==> config.mk <==
export PLATFORM = sky130hd
export DESIGN_NAME = i2c_master_bit_sequencer_unit
export DESIGN_NICKNAME = d
export VERILOG_FILES = /design/src/i2cms_pkg.sv /design/src/i2cms_front.sv /design/src/i2cms_queue.sv /design/src/i2cms_back.sv /design/src/i2c_master_bit_sequencer_unit.sv
export SDC_FILE = /design/constraint.sdc
export NUM_CORES = 1
export LEC_CHECK = 0
export BUFFER_PORTS_ARGS = -buffer_cell sky130_fd_sc_hd__clkbuf_2
export CORE_MARGIN = 2
export CORE_UTILIZATION = 57
export DETAILED_ROUTE_END_ITERATION = 16
export GPL_TIMING_DRIVEN = 0
export PLACE_DENSITY = 0.78
export SLEW_MARGIN = 20
export SYNTH_ARGS = -nofsm -noshare
export SYNTH_HDL_FRONTEND = slang
export SYNTH_SLANG_ARGS = --single-unit
==> constraint.sdc <==
create_clock -name i_clk -period 3.2 [get_ports i_clk]
set_input_delay 0 -clock i_clk [delete_from_list [all_inputs] [get_ports i_clk]]
set_output_delay 0 -clock i_clk [all_outputs]
set_load 0.005 [all_outputs]
==> src/i2cms_pkg.sv <==
`timescale 1ns / 1ps
`default_nettype none
package i2cms_pkg;

    // Command codes as they arrive on the operation field
    typedef enum logic [2:0] {
        OP_START     = 3'd0,
        OP_STOP      = 3'd1,
        OP_WRITE     = 3'd2,
        OP_READ      = 3'd3,
        OP_SEND_ACK  = 3'd4,
        OP_READ_ACK  = 3'd5
    } t_op;

    typedef enum logic [0:0] {
        ST_IDLE = 1'b0,
        ST_RUN  = 1'b1
    } t_state;

    localparam int unsigned QUEUE_DEPTH = 2;
    localparam logic [2:0]  BIT_LAST    = 3'd7;

    typedef struct packed {
        t_op        op;
        logic [7:0] data;
        logic       ack;
        logic [7:0] bus;
    } t_cmd;

    typedef struct packed {
        logic valid;
        t_cmd cmd;
    } t_push;

endpackage
`default_nettype wire

==> src/i2cms_front.sv <==
`timescale 1ns / 1ps
`default_nettype none
module i2cms_front (
    input  wire logic              i_valid,
    input  wire logic [2:0]        i_operation,
    input  wire logic [7:0]        i_data_byte,
    input  wire logic              i_ack_level,
    input  wire logic [7:0]        i_bus_levels,
    input  wire logic              i_full,
    output      logic              o_stall,
    output      i2cms_pkg::t_push  o_push
);

    logic w_op_ok;

    // Unused codes are taken and dropped: they make no pin writes
    assign w_op_ok = (i_operation <= i2cms_pkg::OP_READ_ACK);
    assign o_stall = i_full;

    always_comb begin
        o_push.valid    = i_valid && !i_full && w_op_ok;
        o_push.cmd.op   = i2cms_pkg::t_op'(i_operation);
        o_push.cmd.data = i_data_byte;
        o_push.cmd.ack  = i_ack_level;
        o_push.cmd.bus  = i_bus_levels;
    end

endmodule
`default_nettype wire

==> src/i2cms_queue.sv <==
`timescale 1ns / 1ps
`default_nettype none
module i2cms_queue #(
    parameter int unsigned DEPTH = i2cms_pkg::QUEUE_DEPTH
) (
    input  wire logic             i_clk,
    input  wire logic             i_rst_n,
    input  wire i2cms_pkg::t_push i_push,
    input  wire logic             i_pop,
    output      logic             o_full,
    output      logic             o_not_empty,
    output      i2cms_pkg::t_cmd  o_cmd
);

    localparam int unsigned PW = (DEPTH > 1) ? $clog2(DEPTH) : 1;
    localparam int unsigned CW = $clog2(DEPTH + 1);

    i2cms_pkg::t_cmd r_mem [DEPTH];
    logic [PW-1:0]   r_wr, n_wr;
    logic [PW-1:0]   r_rd, n_rd;
    logic [CW-1:0]   r_count, n_count;
    logic            w_push, w_pop;

    assign o_full      = (r_count == CW'(DEPTH));
    assign o_not_empty = (r_count != '0);
    assign o_cmd       = r_mem[r_rd];
    assign w_push      = i_push.valid && !o_full;
    assign w_pop       = i_pop && o_not_empty;

    always_comb begin
        n_wr    = r_wr;
        n_rd    = r_rd;
        n_count = r_count;
        if (w_push) begin
            n_wr = (r_wr == PW'(DEPTH - 1)) ? '0 : r_wr + 1'b1;
        end
        if (w_pop) begin
            n_rd = (r_rd == PW'(DEPTH - 1)) ? '0 : r_rd + 1'b1;
        end
        if (w_push && !w_pop) begin
            n_count = r_count + 1'b1;
        end else if (w_pop && !w_push) begin
            n_count = r_count - 1'b1;
        end
    end

    always_ff @(posedge i_clk) begin
        if (!i_rst_n) begin
            r_wr    <= '0;
            r_rd    <= '0;
            r_count <= '0;
        end else begin
            r_wr    <= n_wr;
            r_rd    <= n_rd;
            r_count <= n_count;
        end
    end

    always_ff @(posedge i_clk) begin
        if (w_push) begin
            r_mem[r_wr] <= i_push.cmd;
        end
    end

endmodule
`default_nettype wire

==> src/i2cms_back.sv <==
`timescale 1ns / 1ps
`default_nettype none
module i2cms_back (
    input  wire logic            i_clk,
    input  wire logic            i_rst_n,
    input  wire logic            i_q_not_empty,
    input  wire i2cms_pkg::t_cmd i_q_cmd,
    output      logic            o_pop,
    output      logic            o_valid,
    input  wire logic            i_stall,
    output      logic            o_scl_level,
    output      logic            o_sda_level,
    output      logic            o_last_write,
    output      logic [7:0]      o_read_byte,
    output      logic            o_ack_seen
);

    i2cms_pkg::t_state r_state, n_state;
    i2cms_pkg::t_cmd   r_cmd;
    logic [1:0]        r_phase, n_phase;
    logic [2:0]        r_bit, n_bit;
    logic [7:0]        r_shift, n_shift;
    logic              r_scl, n_scl;
    logic              r_sda, n_sda;
    logic              w_last;
    logic [7:0]        w_rb;
    logic              w_ack;
    logic              w_adv;

    logic              r_out_valid, n_out_valid;
    logic              r_out_scl, r_out_sda, r_out_last, r_out_ack;
    logic [7:0]        r_out_rb;

    // Next state
    always_comb begin
        n_state = r_state;
        unique case (r_state)
            i2cms_pkg::ST_IDLE: begin
                if (i_q_not_empty) begin
                    n_state = i2cms_pkg::ST_RUN;
                end
            end
            i2cms_pkg::ST_RUN: begin
                if (w_adv && w_last) begin
                    n_state = i2cms_pkg::ST_IDLE;
                end
            end
            default: n_state = i2cms_pkg::ST_IDLE;
        endcase
    end

    // State outputs
    always_comb begin
        o_pop = 1'b0;
        w_adv = 1'b0;
        unique case (r_state)
            i2cms_pkg::ST_IDLE: o_pop = i_q_not_empty;
            i2cms_pkg::ST_RUN:  w_adv = !r_out_valid || !i_stall;
            default: begin
                o_pop = 1'b0;
                w_adv = 1'b0;
            end
        endcase
    end

    // Pin write for the current step of the command
    always_comb begin
        n_scl   = r_scl;
        n_sda   = r_sda;
        w_last  = 1'b0;
        w_rb    = '0;
        w_ack   = 1'b0;
        n_phase = r_phase + 2'd1;
        n_bit   = r_bit;
        n_shift = r_shift;
        unique case (r_cmd.op)
            i2cms_pkg::OP_START: begin
                unique case (r_phase)
                    2'd0:    n_sda = 1'b1;
                    2'd1:    n_scl = 1'b1;
                    2'd2:    n_sda = 1'b0;
                    default: begin
                        n_scl  = 1'b0;
                        w_last = 1'b1;
                    end
                endcase
            end
            i2cms_pkg::OP_STOP: begin
                unique case (r_phase)
                    2'd0:    n_sda = 1'b0;
                    2'd1:    n_scl = 1'b1;
                    default: begin
                        n_sda  = 1'b1;
                        w_last = 1'b1;
                    end
                endcase
            end
            i2cms_pkg::OP_WRITE: begin
                unique case (r_phase)
                    2'd0:    n_sda = r_shift[7];
                    2'd1:    n_scl = 1'b1;
                    default: begin
                        n_scl   = 1'b0;
                        n_phase = 2'd0;
                        n_bit   = r_bit + 3'd1;
                        n_shift = {r_shift[6:0], 1'b0};
                        w_last  = (r_bit == i2cms_pkg::BIT_LAST);
                    end
                endcase
            end
            i2cms_pkg::OP_READ: begin
                unique case (r_phase)
                    2'd0:    n_scl = 1'b1;
                    default: begin
                        n_scl   = 1'b0;
                        n_phase = 2'd0;
                        n_bit   = r_bit + 3'd1;
                        w_last  = (r_bit == i2cms_pkg::BIT_LAST);
                        w_rb    = w_last ? r_cmd.bus : 8'd0;
                    end
                endcase
            end
            i2cms_pkg::OP_SEND_ACK: begin
                unique case (r_phase)
                    2'd0:    n_sda = r_cmd.ack;
                    2'd1:    n_scl = 1'b1;
                    default: begin
                        n_scl  = 1'b0;
                        w_last = 1'b1;
                    end
                endcase
            end
            i2cms_pkg::OP_READ_ACK: begin
                unique case (r_phase)
                    2'd0:    n_sda = 1'b1;
                    2'd1:    n_scl = 1'b1;
                    default: begin
                        n_scl  = 1'b0;
                        w_last = 1'b1;
                        w_ack  = r_cmd.bus[7];
                    end
                endcase
            end
            default: w_last = 1'b1;
        endcase
    end

    always_comb begin
        if (w_adv) begin
            n_out_valid = 1'b1;
        end else if (!i_stall) begin
            n_out_valid = 1'b0;
        end else begin
            n_out_valid = r_out_valid;
        end
    end

    always_ff @(posedge i_clk) begin
        if (!i_rst_n) begin
            r_state     <= i2cms_pkg::ST_IDLE;
            r_scl       <= 1'b1;
            r_sda       <= 1'b1;
            r_out_valid <= 1'b0;
            r_phase     <= '0;
            r_bit       <= '0;
        end else begin
            r_state     <= n_state;
            r_out_valid <= n_out_valid;
            if (o_pop) begin
                r_phase <= '0;
                r_bit   <= '0;
            end else if (w_adv) begin
                r_phase <= n_phase;
                r_bit   <= n_bit;
                r_scl   <= n_scl;
                r_sda   <= n_sda;
            end
        end
    end

    always_ff @(posedge i_clk) begin
        if (o_pop) begin
            r_cmd   <= i_q_cmd;
            r_shift <= i_q_cmd.data;
        end else if (w_adv) begin
            r_shift <= n_shift;
        end
        if (w_adv) begin
            r_out_scl  <= n_scl;
            r_out_sda  <= n_sda;
            r_out_last <= w_last;
            r_out_rb   <= w_rb;
            r_out_ack  <= w_ack;
        end
    end

    assign o_valid      = r_out_valid;
    assign o_scl_level  = r_out_scl;
    assign o_sda_level  = r_out_sda;
    assign o_last_write = r_out_last;
    assign o_read_byte  = r_out_rb;
    assign o_ack_seen   = r_out_ack;

endmodule
`default_nettype wire

==> src/i2c_master_bit_sequencer_unit.sv <==
`timescale 1ns / 1ps
`default_nettype none
// Command to pin writes: one pin write leaves per cycle while a command runs and the
// output is not stalled. A command leaves the queue first; the back-end sequencer then
// makes 4 (start), 3 (stop, acks), 16 (read byte) or 24 (write byte) pin writes.
// A command accepted into an idle block passes the queue, the pop into the back end and
// the output register before its first pin write appears; unused codes make none.
// Synchronous active-low reset: queue empty, output empty, held line levels released high.
module i2c_master_bit_sequencer_unit #(
    parameter int unsigned QUEUE_DEPTH = i2cms_pkg::QUEUE_DEPTH
) (
    input  wire logic       i_clk,
    input  wire logic       i_rst_n,
    // command side
    input  wire logic       i_valid,
    output      logic       o_stall,
    input  wire logic [2:0] i_operation,
    input  wire logic [7:0] i_data_byte,
    input  wire logic       i_ack_level,
    input  wire logic [7:0] i_bus_levels,
    // pin write side
    output      logic       o_valid,
    input  wire logic       i_stall,
    output      logic       o_scl_level,
    output      logic       o_sda_level,
    output      logic       o_last_write,
    output      logic [7:0] o_read_byte,
    output      logic       o_ack_seen
);

    i2cms_pkg::t_push w_push;
    i2cms_pkg::t_cmd  w_q_cmd;
    logic             w_full;
    logic             w_not_empty;
    logic             w_pop;

    // Front: take each transaction, drop unused codes, push the rest
    i2cms_front u_front (
        .i_valid      (i_valid),
        .i_operation  (i_operation),
        .i_data_byte  (i_data_byte),
        .i_ack_level  (i_ack_level),
        .i_bus_levels (i_bus_levels),
        .i_full       (w_full),
        .o_stall      (o_stall),
        .o_push       (w_push)
    );

    // Short queue: lets the front keep taking commands while the back runs
    i2cms_queue #(
        .DEPTH (QUEUE_DEPTH)
    ) u_queue (
        .i_clk       (i_clk),
        .i_rst_n     (i_rst_n),
        .i_push      (w_push),
        .i_pop       (w_pop),
        .o_full      (w_full),
        .o_not_empty (w_not_empty),
        .o_cmd       (w_q_cmd)
    );

    // Back: step through the pin writes of one command, hold the line levels
    i2cms_back u_back (
        .i_clk         (i_clk),
        .i_rst_n       (i_rst_n),
        .i_q_not_empty (w_not_empty),
        .i_q_cmd       (w_q_cmd),
        .o_pop         (w_pop),
        .o_valid       (o_valid),
        .i_stall       (i_stall),
        .o_scl_level   (o_scl_level),
        .o_sda_level   (o_sda_level),
        .o_last_write  (o_last_write),
        .o_read_byte   (o_read_byte),
        .o_ack_seen    (o_ack_seen)
    );

endmodule
`default_nettype wire

==> impl_results.md <==
* IO Pins at 38
* Top cell type's share of synthesized area at 0.622
* CTS buffer count at 9
* Setup Crit Path Kind: register to register
* Static Leak at 1.63 nW
* WP data required at 3.19 ns
* Worst Setup SP: u_back.r_phase[0]$_SDFFE_PP0P_
* Core Util, Final at 0.716
* Post_cts resized at 0
* Netlist cell types at 40
* Crit Path Max Fanout at 10
* Peak supply drop at 0.000447 V
* Ranking of synthesized cells by area: edfxtp_1 62%, dfxtp_1 8.1%, mux2_2 3.9%
* Nets at 340
* Async S/R FF share, synth at 0
* DRC Markers at 0
* Fin. max-slew vios at 0
* Number of diodes at 0
* Postcts setup bufs at 0
* H-tree depth at 3
* Final setup viols at 0
* Power per Cell Area at 836 nW/µm²
* Worst path top cell family by delay: compound AO/OA/AOI/OAI gates
* Vias in the first global route at 1965
* Reg clk slew, reported paths at 0.08 ns
* CP max stage delay at 0.63 ns
* Largest net degree at the start of global routing at 22
* Max-cap violations at 0
* Worst flop-to-flop path startpoint: u_back.r_phase[0]$_SDFFE_PP0P_
* Post-Place Setup Slack at 0.764 ns
* Slowest cell on crit path: o31ai_2
* Post-Syn Instances at 237
* YS warnings at 0
* Status: complete, no violations
* Setup_tns at 0 ns
* CP Cell Sequence: inv_1 > ha_1 > buf_4 > nor3b_1 > nand2_1 > o31ai_2
* Final HPWL DP at 3.48 mm
* Tcrit/Tclk final at 0.755
* Initial core utilization at 0.587
* Post-route ant nets at 0
* Hold Vio Cnt, Final at 0
* IO buf count at 37
* Relative slew slack at 0.388
* Startpoint Class: register
* Die Width at 82.1 µm
* First-pass GRT wire length at 8.84 mm
* Die height at 82.1 µm
* Max frequency at 414 MHz
* Root Buffer: clkbuf_8
* Grt ovf at 0
* Most used DFF post-synth: edfxtp_1
* CTS tree: built
* Arrival time at the worst endpoint at 2.40 ns
* Syn-to-layout area delta at 22.0%
* Mean Syn Cell Area at 14.7 µm²
* Worst Hold Class: input pin to register
* Synthesized Nets at 269
* DRT iter0 DRCs at 97
* Worst-Skew Late Latency at 0.35 ns
* Clk sinks at 86
* Initial antenna violation count at 0
* Gpl congestion at 0.844
* Via Count at 2029
* Total power draw at 3.54 mW
* Core Rows at 28
* Post-layout min period at 2.42 ns
* Vias per Instance at 5.23
* CP bufs+invs at 2
* CP Capture Type: register
* Number of synthesized flops with an enable pin at 72
* Seq/Total Area, Yosys at 0.703
* Die footprint at 6730 µm²
* Mapped Area at 3470 µm²
* FF+latch count, synth at 86
* RSZ-0062 raised after global routing: false
* Worst Hold Launch: i_valid
* Final wirelength at 5.31 mm
* Final worst slack at 0.784 ns
* Core area at 5920 µm²
* Share of cells above drive strength 1 at 0.246
* Cell taking the most area after synthesis: edfxtp_1
* Per-cell routed wire length at 13.7 µm
* Layout Skew at 0.00458 ns
* Clock tree buffer depth at 2
* Tot GR Track Use at 0.184
* First-pass DRT Iterations at 4
* Worst slew pin tran at 0.918 ns
==> synthesized netlist by cell type (4+ instances only) <==
master / n
dfxtp_1: 14
buf_2: 6
ha_1: 8
a21oi_1: 5
edfxtp_1: 72
and2_1: 13
nand3_1: 4
inv_1: 6
o21ai_0: 14
mux2i_1: 13
mux2_2: 12
nand2_1: 16
nor2_1: 12
==> cell type report <==
type | count | area (µm²)
Buffer | 11 | 56.3
Multi-Input combinational cell | 134 | 960
Clock inverter | 7 | 120
Inverter | 6 | 22.5
Clock buffer | 9 | 124
Timing Repair Buffer | 60 | 420
Fill cell | 407 | 1680
Tap cell | 75 | 93.8
Sequential cell | 86 | 2440
==> cells by family (layout without fill, tap and decap cells) <==
group | count (synthesis) | in the layout | share of synthesized area
DFF | 86 | 86 | 0.703
AOI/OAI and AO/OA | 32 | 32 | 0.0587
adders and majority gates | 8 | 8 | 0.0288
xor gates and xnor gates | 4 | 4 | 0.0101
muxes | 25 | 25 | 0.0764
and+or+nand+nor | 65 | 65 | 0.100
buffers and inverters | 17 | 93 | 0.0227
==> through the flow <==
stage	cells	hold slack, ns	instance area [µm²]
2_1_floorplan	237	0.0989	3470
3_3_place_gp	349	0.188	3750
3_5_place_dp	350	0.192	3770
4_1_cts	388	0.0956	4240
5_1_grt	388	0.139	4240
6_report	388	0.106	4240
==> sequential cells by signal, indices dropped and copies added (netlist names), 2 cells and up, named ones only <==
register and flops:
u_queue.r_count 2, u_back.r_shift 8, u_back.r_cmd 12, u_back.r_bit 3
u_back.o_read_byte 8, u_back.r_phase 2, u_queue.r_mem 40
==> final timing paths <==
| kind | endpoint | slack (ns) | cells after the start |
|---|---|---|---|
| worst max-delay path | u_back.r_shift[0]$_SDFFCE_PN0P_ | 0.78 | 6 |
| worst min-delay path | u_queue.r_wr$_SDFFE_PN0P_ | 0.11 | 4 |
| worst max register to register | u_back.r_shift[0]$_SDFFCE_PN0P_ | 0.78 | 6 |
| worst min register to register | u_back.o_read_byte[5]$_SDFFCE_PP0P_ | 0.52 | 1 |
==> worst register-to-register path, cell delays in order (launching register included) <==
cell     delay (ns)
dfxtp_1        0.52
inv_1          0.11
ha_1           0.21
buf_4          0.16
nor3b_1        0.30
nand2_1        0.11
o31ai_2        0.63
==> layout by cell type (no fill, tap or decap), types with 2 or more instances in the layout <==
cell           synthesis  routed
edfxtp_1              72      72
clkbuf_2               0      37
dlygate4sd3_1          0      22
nand2_1               16      16
o21ai_0               14      14
dfxtp_1               14      14
mux2i_1               13      13
and2_1                13      13
mux2_2                12      12
nor2_1                12      11
clkbuf_8               0       9
ha_1                   8       8
buf_2                  6       6
inv_1                  6       6
a21oi_1                5       5
nand3_1                4       4
a21boi_0               3       3
nor3b_1                3       3
and3_1                 3       3
nand2b_1               3       3
clkbuf_1               3       3
bufinv_16              0       3
buf_4                  2       2
nor2b_1                2       2
xnor2_1                2       2
xor2_1                 2       2
inv_6                  0       2
==> per-layer routing <==
metal | part of all wire | wire [µm] | track usage | vias up
li1 | - | - | - | 1012
met1 | 0.43 | 2290 | 0.228 | 959
met2 | 0.51 | 2690 | 0.292 | 44
met3 | 0.034 | 180 | 0.0418 | 14
met4 | 0.028 | 149 | 0.118 | 0
met5 | 0 | 0 | 0 | -
==> power by group <==
group / switching (mW) / total (mW) / internal, mW
sequential: 0.114 / 1.69 / 1.58
combinational: 0.534 / 0.946 / 0.412
clock: 0.382 / 0.905 / 0.522
==> timing repair <==
item                       in CTS  in global routing
hold endpoints to repair       42                  0
setup endpoints to repair       0                  0
hold buffers                   22                  0
(Power assumes the default switching activity.)
